$ cat config.mk
export PLATFORM = sky130hd
export DESIGN_NAME = modem_sleep_wake_cycler_top
export DESIGN_NICKNAME = d
export VERILOG_FILES = /design/src/rtl/core/mswc_pkg.sv /design/src/rtl/core/modem_sleep_wake_cycler_top.sv
export SDC_FILE = /design/constraint.sdc
export NUM_CORES = 1
export LEC_CHECK = 0
export BUFFER_PORTS_ARGS = -buffer_cell sky130_fd_sc_hd__buf_2
export CAP_MARGIN = 25
export CORE_UTILIZATION = 54
export DETAILED_ROUTE_END_ITERATION = 7
export PLACE_DENSITY = 0.75
export SLEW_MARGIN = 15
export SYNTH_ARGS = -nofsm -noshare
export SYNTH_HDL_FRONTEND = slang
export SYNTH_SLANG_ARGS = --single-unit
$ cat constraint.sdc
create_clock -name clk -period 6.2 [get_ports clk]
set_input_delay 1.86 -clock clk [delete_from_list [all_inputs] [get_ports clk]]
set_output_delay 1.86 -clock clk [all_outputs]
set_load 0.005 [all_outputs]
$ cat src/rtl/core/mswc_pkg.sv
package mswc_pkg;

  // Sequencer phases, encoded as seen on out_cycle_state
  typedef enum logic [2:0] {
    PH_INIT      = 3'd0,
    PH_AWAKE     = 3'd1,
    PH_WAIT_DISC = 3'd2,
    PH_SLEEP     = 3'd3,
    PH_WAIT_WAKE = 3'd4,
    PH_WAIT_CONN = 3'd5
  } phase_t;

  // Airplane mode commands
  typedef enum logic [1:0] {
    CMD_NONE = 2'd0,
    CMD_OFF  = 2'd1,
    CMD_ON   = 2'd2
  } cmd_t;

  // Configuration register map
  localparam int CFG_IDX_W  = 3;
  localparam int CFG_DATA_W = 32;
  localparam int TIME_W     = 32;
  localparam int TICK_W     = 16;
  localparam int CNT_W      = 16;

  localparam logic [CFG_IDX_W-1:0] REG_AWAKE_TIME    = 3'd0;
  localparam logic [CFG_IDX_W-1:0] REG_DISC_TIMEOUT  = 3'd1;
  localparam logic [CFG_IDX_W-1:0] REG_SLEEP_TIME    = 3'd2;
  localparam logic [CFG_IDX_W-1:0] REG_WAKE_WAIT     = 3'd3;
  localparam logic [CFG_IDX_W-1:0] REG_CONN_TIMEOUT  = 3'd4;

  // Register defaults after reset
  localparam logic [TIME_W-1:0] RST_AWAKE_TIME   = 32'd3000;
  localparam logic [TIME_W-1:0] RST_DISC_TIMEOUT = 32'd30000;
  localparam logic [TIME_W-1:0] RST_SLEEP_TIME   = 32'd10000;
  localparam logic [TIME_W-1:0] RST_WAKE_WAIT    = 32'd10000;
  localparam logic [TIME_W-1:0] RST_CONN_TIMEOUT = 32'd30000;

endpackage

$ cat src/rtl/core/modem_sleep_wake_cycler_top.sv
// A result is valid in the cycle after its input transaction is accepted.
// Throughput: one tick per cycle unless a pending result is stalled by out_ready low;
// in_ready = !out_valid | out_ready, with a single output register and all step logic combinational.
// Reset (rst_n, synchronous, active low): phase init, elapsed time and counters
// zero, timing registers back to their defaults, no result pending.
module modem_sleep_wake_cycler_top
  import mswc_pkg::*;
(
  input  logic                  clk,
  input  logic                  rst_n,
  // configuration write port
  input  logic                  cfg_we,
  input  logic [CFG_IDX_W-1:0]  cfg_index,
  input  logic [CFG_DATA_W-1:0] cfg_wdata,
  // tick channel
  input  logic                  in_valid,
  output logic                  in_ready,
  input  logic                  in_restart,
  input  logic                  in_status_event,
  input  logic [TICK_W-1:0]     in_tick_ms,
  // result channel
  output logic                  out_valid,
  input  logic                  out_ready,
  output logic [1:0]            out_airplane_cmd,
  output logic [2:0]            out_cycle_state,
  output logic [CNT_W-1:0]      out_trial_count,
  output logic [CNT_W-1:0]      out_sleep_errors,
  output logic [CNT_W-1:0]      out_wake_errors,
  output logic                  out_cycle_done
);

  // Timing registers
  logic [TIME_W-1:0] awake_time_r, disc_timeout_r, sleep_time_r, wake_wait_r, conn_timeout_r;

  always_ff @(posedge clk) begin
    if (!rst_n) begin
      awake_time_r   <= RST_AWAKE_TIME;
      disc_timeout_r <= RST_DISC_TIMEOUT;
      sleep_time_r   <= RST_SLEEP_TIME;
      wake_wait_r    <= RST_WAKE_WAIT;
      conn_timeout_r <= RST_CONN_TIMEOUT;
    end else if (cfg_we) begin
      case (cfg_index)
        REG_AWAKE_TIME:   awake_time_r   <= cfg_wdata;
        REG_DISC_TIMEOUT: disc_timeout_r <= cfg_wdata;
        REG_SLEEP_TIME:   sleep_time_r   <= cfg_wdata;
        REG_WAKE_WAIT:    wake_wait_r    <= cfg_wdata;
        REG_CONN_TIMEOUT: conn_timeout_r <= cfg_wdata;
        default: ;
      endcase
    end
  end

  // Sequencer state
  phase_t            phase_r, phase_nxt;
  logic [TIME_W-1:0] elapsed_r, elapsed_nxt;
  logic [CNT_W-1:0]  trials_r, trials_nxt;
  logic [CNT_W-1:0]  sleep_err_r, sleep_err_nxt;
  logic [CNT_W-1:0]  wake_err_r, wake_err_nxt;

  // Result register
  logic              out_valid_r;
  cmd_t              cmd_r, cmd_nxt;
  phase_t            state_out_r;
  logic              done_r, done_nxt;

  logic              accept;
  phase_t            cur_phase;
  logic [TIME_W-1:0] limit;
  logic              timeout;
  logic              changed;
  logic [TIME_W-1:0] base;
  logic [TIME_W:0]   sum;

  assign in_ready = !out_valid_r || out_ready;
  assign accept   = in_valid && in_ready;

  // Restart overrides the stored phase for this tick
  assign cur_phase = in_restart ? PH_INIT : phase_r;

  // One limit per phase, one strict compare
  always_comb begin
    case (cur_phase)
      PH_AWAKE:     limit = awake_time_r;
      PH_WAIT_DISC: limit = disc_timeout_r;
      PH_SLEEP:     limit = sleep_time_r;
      PH_WAIT_WAKE: limit = wake_wait_r;
      PH_WAIT_CONN: limit = conn_timeout_r;
      default:      limit = '1;
    endcase
  end
  assign timeout = elapsed_r > limit;

  // Phase action
  always_comb begin
    phase_nxt     = cur_phase;
    trials_nxt    = trials_r;
    sleep_err_nxt = sleep_err_r;
    wake_err_nxt  = wake_err_r;
    cmd_nxt       = CMD_NONE;
    done_nxt      = 1'b0;
    changed       = 1'b0;
    case (cur_phase)
      PH_INIT: begin
        trials_nxt = (trials_r == '1) ? trials_r : trials_r + 1'b1;
        phase_nxt  = PH_AWAKE;
        changed    = 1'b1;
      end
      PH_AWAKE: begin
        if (timeout) begin
          cmd_nxt   = CMD_ON;
          phase_nxt = PH_WAIT_DISC;
          changed   = 1'b1;
        end
      end
      PH_WAIT_DISC: begin
        if (in_status_event) begin
          phase_nxt = PH_SLEEP;
          changed   = 1'b1;
        end else if (timeout) begin
          sleep_err_nxt = (sleep_err_r == '1) ? sleep_err_r : sleep_err_r + 1'b1;
          phase_nxt     = PH_WAIT_WAKE;
          changed       = 1'b1;
        end
      end
      PH_SLEEP: begin
        if (timeout) begin
          phase_nxt = PH_WAIT_WAKE;
          changed   = 1'b1;
        end
      end
      PH_WAIT_WAKE: begin
        if (timeout) begin
          cmd_nxt   = CMD_OFF;
          phase_nxt = PH_WAIT_CONN;
          changed   = 1'b1;
        end
      end
      PH_WAIT_CONN: begin
        if (in_status_event) begin
          done_nxt  = 1'b1;
          phase_nxt = PH_INIT;
          changed   = 1'b1;
        end else if (timeout) begin
          wake_err_nxt = (wake_err_r == '1) ? wake_err_r : wake_err_r + 1'b1;
          phase_nxt    = PH_INIT;
          changed      = 1'b1;
        end
      end
      // unused codes fall back to init, elapsed kept
      default: phase_nxt = PH_INIT;
    endcase
  end

  // Elapsed time: clear on a phase change, then saturating add of the tick
  assign base        = changed ? '0 : elapsed_r;
  assign sum         = {1'b0, base} + {{(TIME_W+1-TICK_W){1'b0}}, in_tick_ms};
  assign elapsed_nxt = sum[TIME_W] ? '1 : sum[TIME_W-1:0];

  // State and result registers
  always_ff @(posedge clk) begin
    if (!rst_n) begin
      phase_r     <= PH_INIT;
      elapsed_r   <= '0;
      trials_r    <= '0;
      sleep_err_r <= '0;
      wake_err_r  <= '0;
      out_valid_r <= 1'b0;
    end else begin
      if (accept) begin
        phase_r     <= phase_nxt;
        elapsed_r   <= elapsed_nxt;
        trials_r    <= trials_nxt;
        sleep_err_r <= sleep_err_nxt;
        wake_err_r  <= wake_err_nxt;
        out_valid_r <= 1'b1;
      end else if (out_ready) begin
        out_valid_r <= 1'b0;
      end
    end
  end

  // Payload side of the result register
  always_ff @(posedge clk) begin
    if (accept) begin
      cmd_r       <= cmd_nxt;
      state_out_r <= phase_nxt;
      done_r      <= done_nxt;
    end
  end

  assign out_valid        = out_valid_r;
  assign out_airplane_cmd = cmd_r;
  assign out_cycle_state  = state_out_r;
  assign out_trial_count  = trials_r;
  assign out_sleep_errors = sleep_err_r;
  assign out_wake_errors  = wake_err_r;
  assign out_cycle_done   = done_r;

endmodule

==> summary.md <==
| Metric | Value |
|---|---|
| Status | complete, but fails checks |
| Failing checks | design-rule violations |
| Comb pwr share | 0.095 |
| Finished Layout Cells | 2031 |
| Worst skew pair latency | 0.53 ns |
| Longest Clk Path Bufs | 3 |
| Post-route DRC | 9 |
| Gp weighted congestion | between 0.8 and 0.9 |
| Die area | 0.02319 mm2 |
| Share of layout cells above drive strength 1 | 0.2307 |
| Tcrit/Tclk final | 0.9962 |
| Rel. slew slack | 0.3410 |
| First-pass GRT wire length | approximately 57000 um |
| WHS | about 0.46 ns |
| RSZ-0062 raised after global routing | true |
| Setup TNS | 0 ns |
| Row cnt | 54 |
| Worst path required time | about 6.6 ns |
| Vias in the first global route | 11170 |
| Dpl hpwl | between 20000 and 25000 um |
| ANT nets after route | 0 |
| Leakage | 0.006107 uW |
| Final hold viol count | 0 |
| CP endpoint kind | flip-flop |
| Hold path depth | 2 |
| Slew @ Worst Pin | between 0.9 and 1 ns |
| Number of H-tree levels | 1 |
| Post-synthesis mux area share | 0.007385 |
| Slew Limit Fails | 0 |
| Area of the core | around 0.022 mm2 |
| Register-to-register path setup slack | between 0.5 and 0.6 ns |
| Reg-to-Reg End | elapsed_r[21]$_SDFFE_PN0P_ |
| Setup Skew | about 0.011 ns |
| Buffers on Ports | 113 |
| Hold Crit Start | awake_time_r[20]$_SDFFE_PN0P_ |
| Synth Area in XOR/XNOR | 0.03590 |
| Power Density | between 200 and 250 mW/mm2 |
| Root buf cell | clkbuf_16 |
| Net Sw Frac | 0.2427 |
| EDFF count, synth | 6 |
| WL/cell | roughly 19 um |
| Seq cells post-synth | 250 |
| Reg2Reg Launch Point | phase_r[1]$_SDFFE_PN0P_ |
| Post-synthesis compound-gate area fraction | 0.1816 |
| Yosys warnings | 0 |
| Largest family of logic cells by synthesized area | simple AND/OR/NAND/NOR gates |
| Initial DRC count | around 1100 |
| Initial antenna violation count | 0 |
| Post-Syn Instances | around 1600 |
| Worst Hold End | awake_time_r[20]$_SDFFE_PN0P_ |
| # setup viols final | 0 |
| Hold Buf Count CTS | 0 |
| Nets | between 1500 and 2000 |
| Area grow syn2layout | 27.12% |
| Die width | 152.3 um |
| Int Power | about 2700 uW |
| Yosys cell types | 73 |
| Mapped Nets | roughly 1700 |
| Io pins | roughly 110 |
| Gr usage total | 0.2962 |
| Total clock sinks | 250 |
| Kind of critical path | in -> reg |
| Signal arrival time at the worst endpoint | approximately 6.6 ns |
| Vias/cell | approximately 6.1 |
| Drt total wl | 38080 um |
| Area of placed instances | between 0.01 and 0.015 mm2 |
| Crit path max fanout | 16 |
| Primary FF master, synth | dfxtp_1 |
| Max_cap viols | 0 |
| FF-to-FF path depth | 26 |
| Sequential share of the synthesized area | 0.4152 |
| Adder-Cell Fraction of Synth Area | 0.05395 |
| Post-layout min period | approximately 6 ns |
| Avg Synthesized Cell Area | just under 8 um2 |
| Fraction of registers with async set/reset | 0 |
| First-pass DRT Iterations | 8 |
| Initial Util | 0.5555 |
| Gr ovfl total | 0 |
| Largest net degree at the start of global routing | roughly 170 |
| Fmax | between 150 and 200 MHz |
| Startpoint types | input pin |
| Core Util, Final | 0.7062 |
| Diodes inserted | 0 |
| Worst-path clk slew | around 0.060 ns |
| Hold WC Path Type | reg -> reg |
| CTS tree | done |
| Peak VDD IR | 222.8 uV |
| Via count | 12370 |
| Clock power frac | 0.441 |
| CTS Buf Count | 27 |
| DIE HEIGHT | ~150 um |
| Synth Area in Simple Gates | 0.2678 |
| Mapped cell area | between 0.01 and 0.015 mm2 |
| Net switching power | around 880 uW |
| Placed Instances | just under 2000 |
| Design area | 0.01551 mm2 |
| Seq pwr share | 0.463 |
==> flip-flops by register name (all words and copies together) (netlist names), 32 cells and up <==
name and count:
awake_time_r 32, conn_timeout_r 32, disc_timeout_r 32, elapsed_r 32, sleep_time_r 32, wake_wait_r 32
==> what timing repair did <==
| item | 4_1_cts | 5_1_grt |
|---|---|---|
| resized for setup | 0 | 104 |
| setup endpoints to repair | 0 | 32 |
| setup buffers | 0 | 17 |
==> power by group through the flow <==
stage | sequential [uW] | combinational, uW | clock, uW
global placement | 1710 | 290 | 0
detailed placement | 1710 | 297 | 0
global route | 1690 | 375 | 1680
floorplan | 1700 | 175 | 0
CTS | 1680 | 300 | 1610
finish | 1680 | 346 | 1600
==> synthesized netlist by cell type (6+ instances only) <==
master / n / area share
a31oi_1: 17 / 0.0087
a21oi_1: 174 / 0.071
nor4_1: 7 / 0.0036
a211oi_1: 11 / 0.0068
nand2_1: 416 / 0.13
nor2_1: 77 / 0.024
mux2i_1: 9 / 0.0074
xnor2_1: 35 / 0.025
o21ai_0: 34 / 0.014
and2_1: 11 / 0.0056
xor2_1: 15 / 0.011
buf_2: 6 / 0.0025
nand2b_1: 12 / 0.0062
nand3_1: 97 / 0.040
a221oi_1: 32 / 0.023
dfxtp_1: 244 / 0.40
nor3_1: 20 / 0.0082
and3_1: 30 / 0.015
ha_1: 51 / 0.052
a22oi_1: 35 / 0.022
inv_1: 17 / 0.0052
edfxtp_1: 6 / 0.015
nand4_1: 18 / 0.0092
clkbuf_1: 89 / 0.027
==> placed cells by master (no fill, tap or decap), types with 6 or more instances in the layout <==
cell / n
mux2i_1: 9
and3_1: 25
a22oi_1: 28
inv_1: 15
buf_2: 113
buf_6: 7
nor2_1: 70
a21oi_1: 173
xnor2_1: 34
nand2_1: 414
a211oi_1: 9
nor3_1: 13
ha_1: 42
clkbuf_16: 32
nand2b_1: 11
nor3_2: 6
a221oi_1: 7
edfxtp_1: 6
nand3_1: 92
buf_12: 9
a31oi_1: 15
buf_4: 111
nand4_1: 18
a22oi_2: 7
o21ai_0: 31
and2_1: 11
nor2_4: 8
a221oi_2: 23
clkbuf_8: 11
xor2_1: 15
ha_4: 8
dfxtp_1: 244
==> stage by stage <==
stage               setup WS [ns]  power [uW]
finish                    0.02327        3630
CTS                       0.02541        3590
global placement          -0.4050        2001
global route              -0.1568        3742
floorplan                0.009272        1877
detailed placement        -0.5224        2010
==> layer usage <==
| metal | share of wire | wire length (um) | global-route usage | up-vias |
|---|---|---|---|---|
| met5 | 0 | 0 | 0 | - |
| met3 | 0.086 | 3286 | 0.03896 | 72 |
| met1 | 0.42 | 16120 | 0.4114 | 5878 |
| met2 | 0.47 | 17880 | 0.4863 | 600 |
| met4 | 0.021 | 793 | 0.07434 | 0 |
| li1 | - | - | - | 5815 |
==> cell type report <==
type	count	area, um2
Clock buffer	41	838.3
Multi-Input combinational cell	1192	7336
Fill cell	1664	6452
Clock inverter	4	45.04
Tap cell	280	350.3
Sequential cell	250	5065
Timing Repair Buffer	246	1798
Inverter	18	73.82
==> logic make-up (layout without fill, tap and decap cells) <==
kind of cell | after synthesis | after routing
and+or+nand+nor | 728 | 728
muxes | 9 | 9
AOI/OAI and AO/OA | 353 | 353
buffers and inverters | 117 | 309
DFF | 250 | 250
xor gates and xnor gates | 50 | 50
adders and majority gates | 52 | 52
==> worst max-delay path by stage <==
stage | start | end | slack [ns] | depth (start not counted)
2_1_floorplan | in_restart | elapsed_r[25]$_SDFFE_PN0P_ | 0.009 | 25
3_3_place_gp | in_restart | elapsed_r[15]$_SDFFE_PN0P_ | -0.41 | 26
3_5_place_dp | in_restart | elapsed_r[11]$_SDFFE_PN0P_ | -0.52 | 28
4_1_cts | in_restart | elapsed_r[9]$_SDFFE_PN0P_ | 0.03 | 28
5_1_grt | in_restart | elapsed_r[28]$_SDFFE_PN0P_ | -0.16 | 29
6_report | in_restart | elapsed_r[21]$_SDFFE_PN0P_ | 0.02 | 27
==> worst max-delay path, stage by stage <==
cell	delay [ns]
buf_8	0.09
buf_4	0.11
nor3_4	0.03
buf_4	0.17
clkbuf_16	0.18
a22oi_1	0.33
nand3_1	0.12
a221oi_1	0.28
ha_1	0.21
nand4_1	0.19
a2111o_1	0.38
a31oi_4	0.24
o21ai_4	0.12
buf_6	0.14
nand2_4	0.07
nor2_4	0.04
ha_4	0.16
fa_2	0.37
a211oi_2	0.28
o21ba_2	0.20
o211ai_2	0.11
a31oi_4	0.24
nor2_4	0.08
and4_4	0.21
buf_6	0.15
a31oi_4	0.14
o32ai_2	0.09
Note: power is estimated with default switching activity, not from simulation.
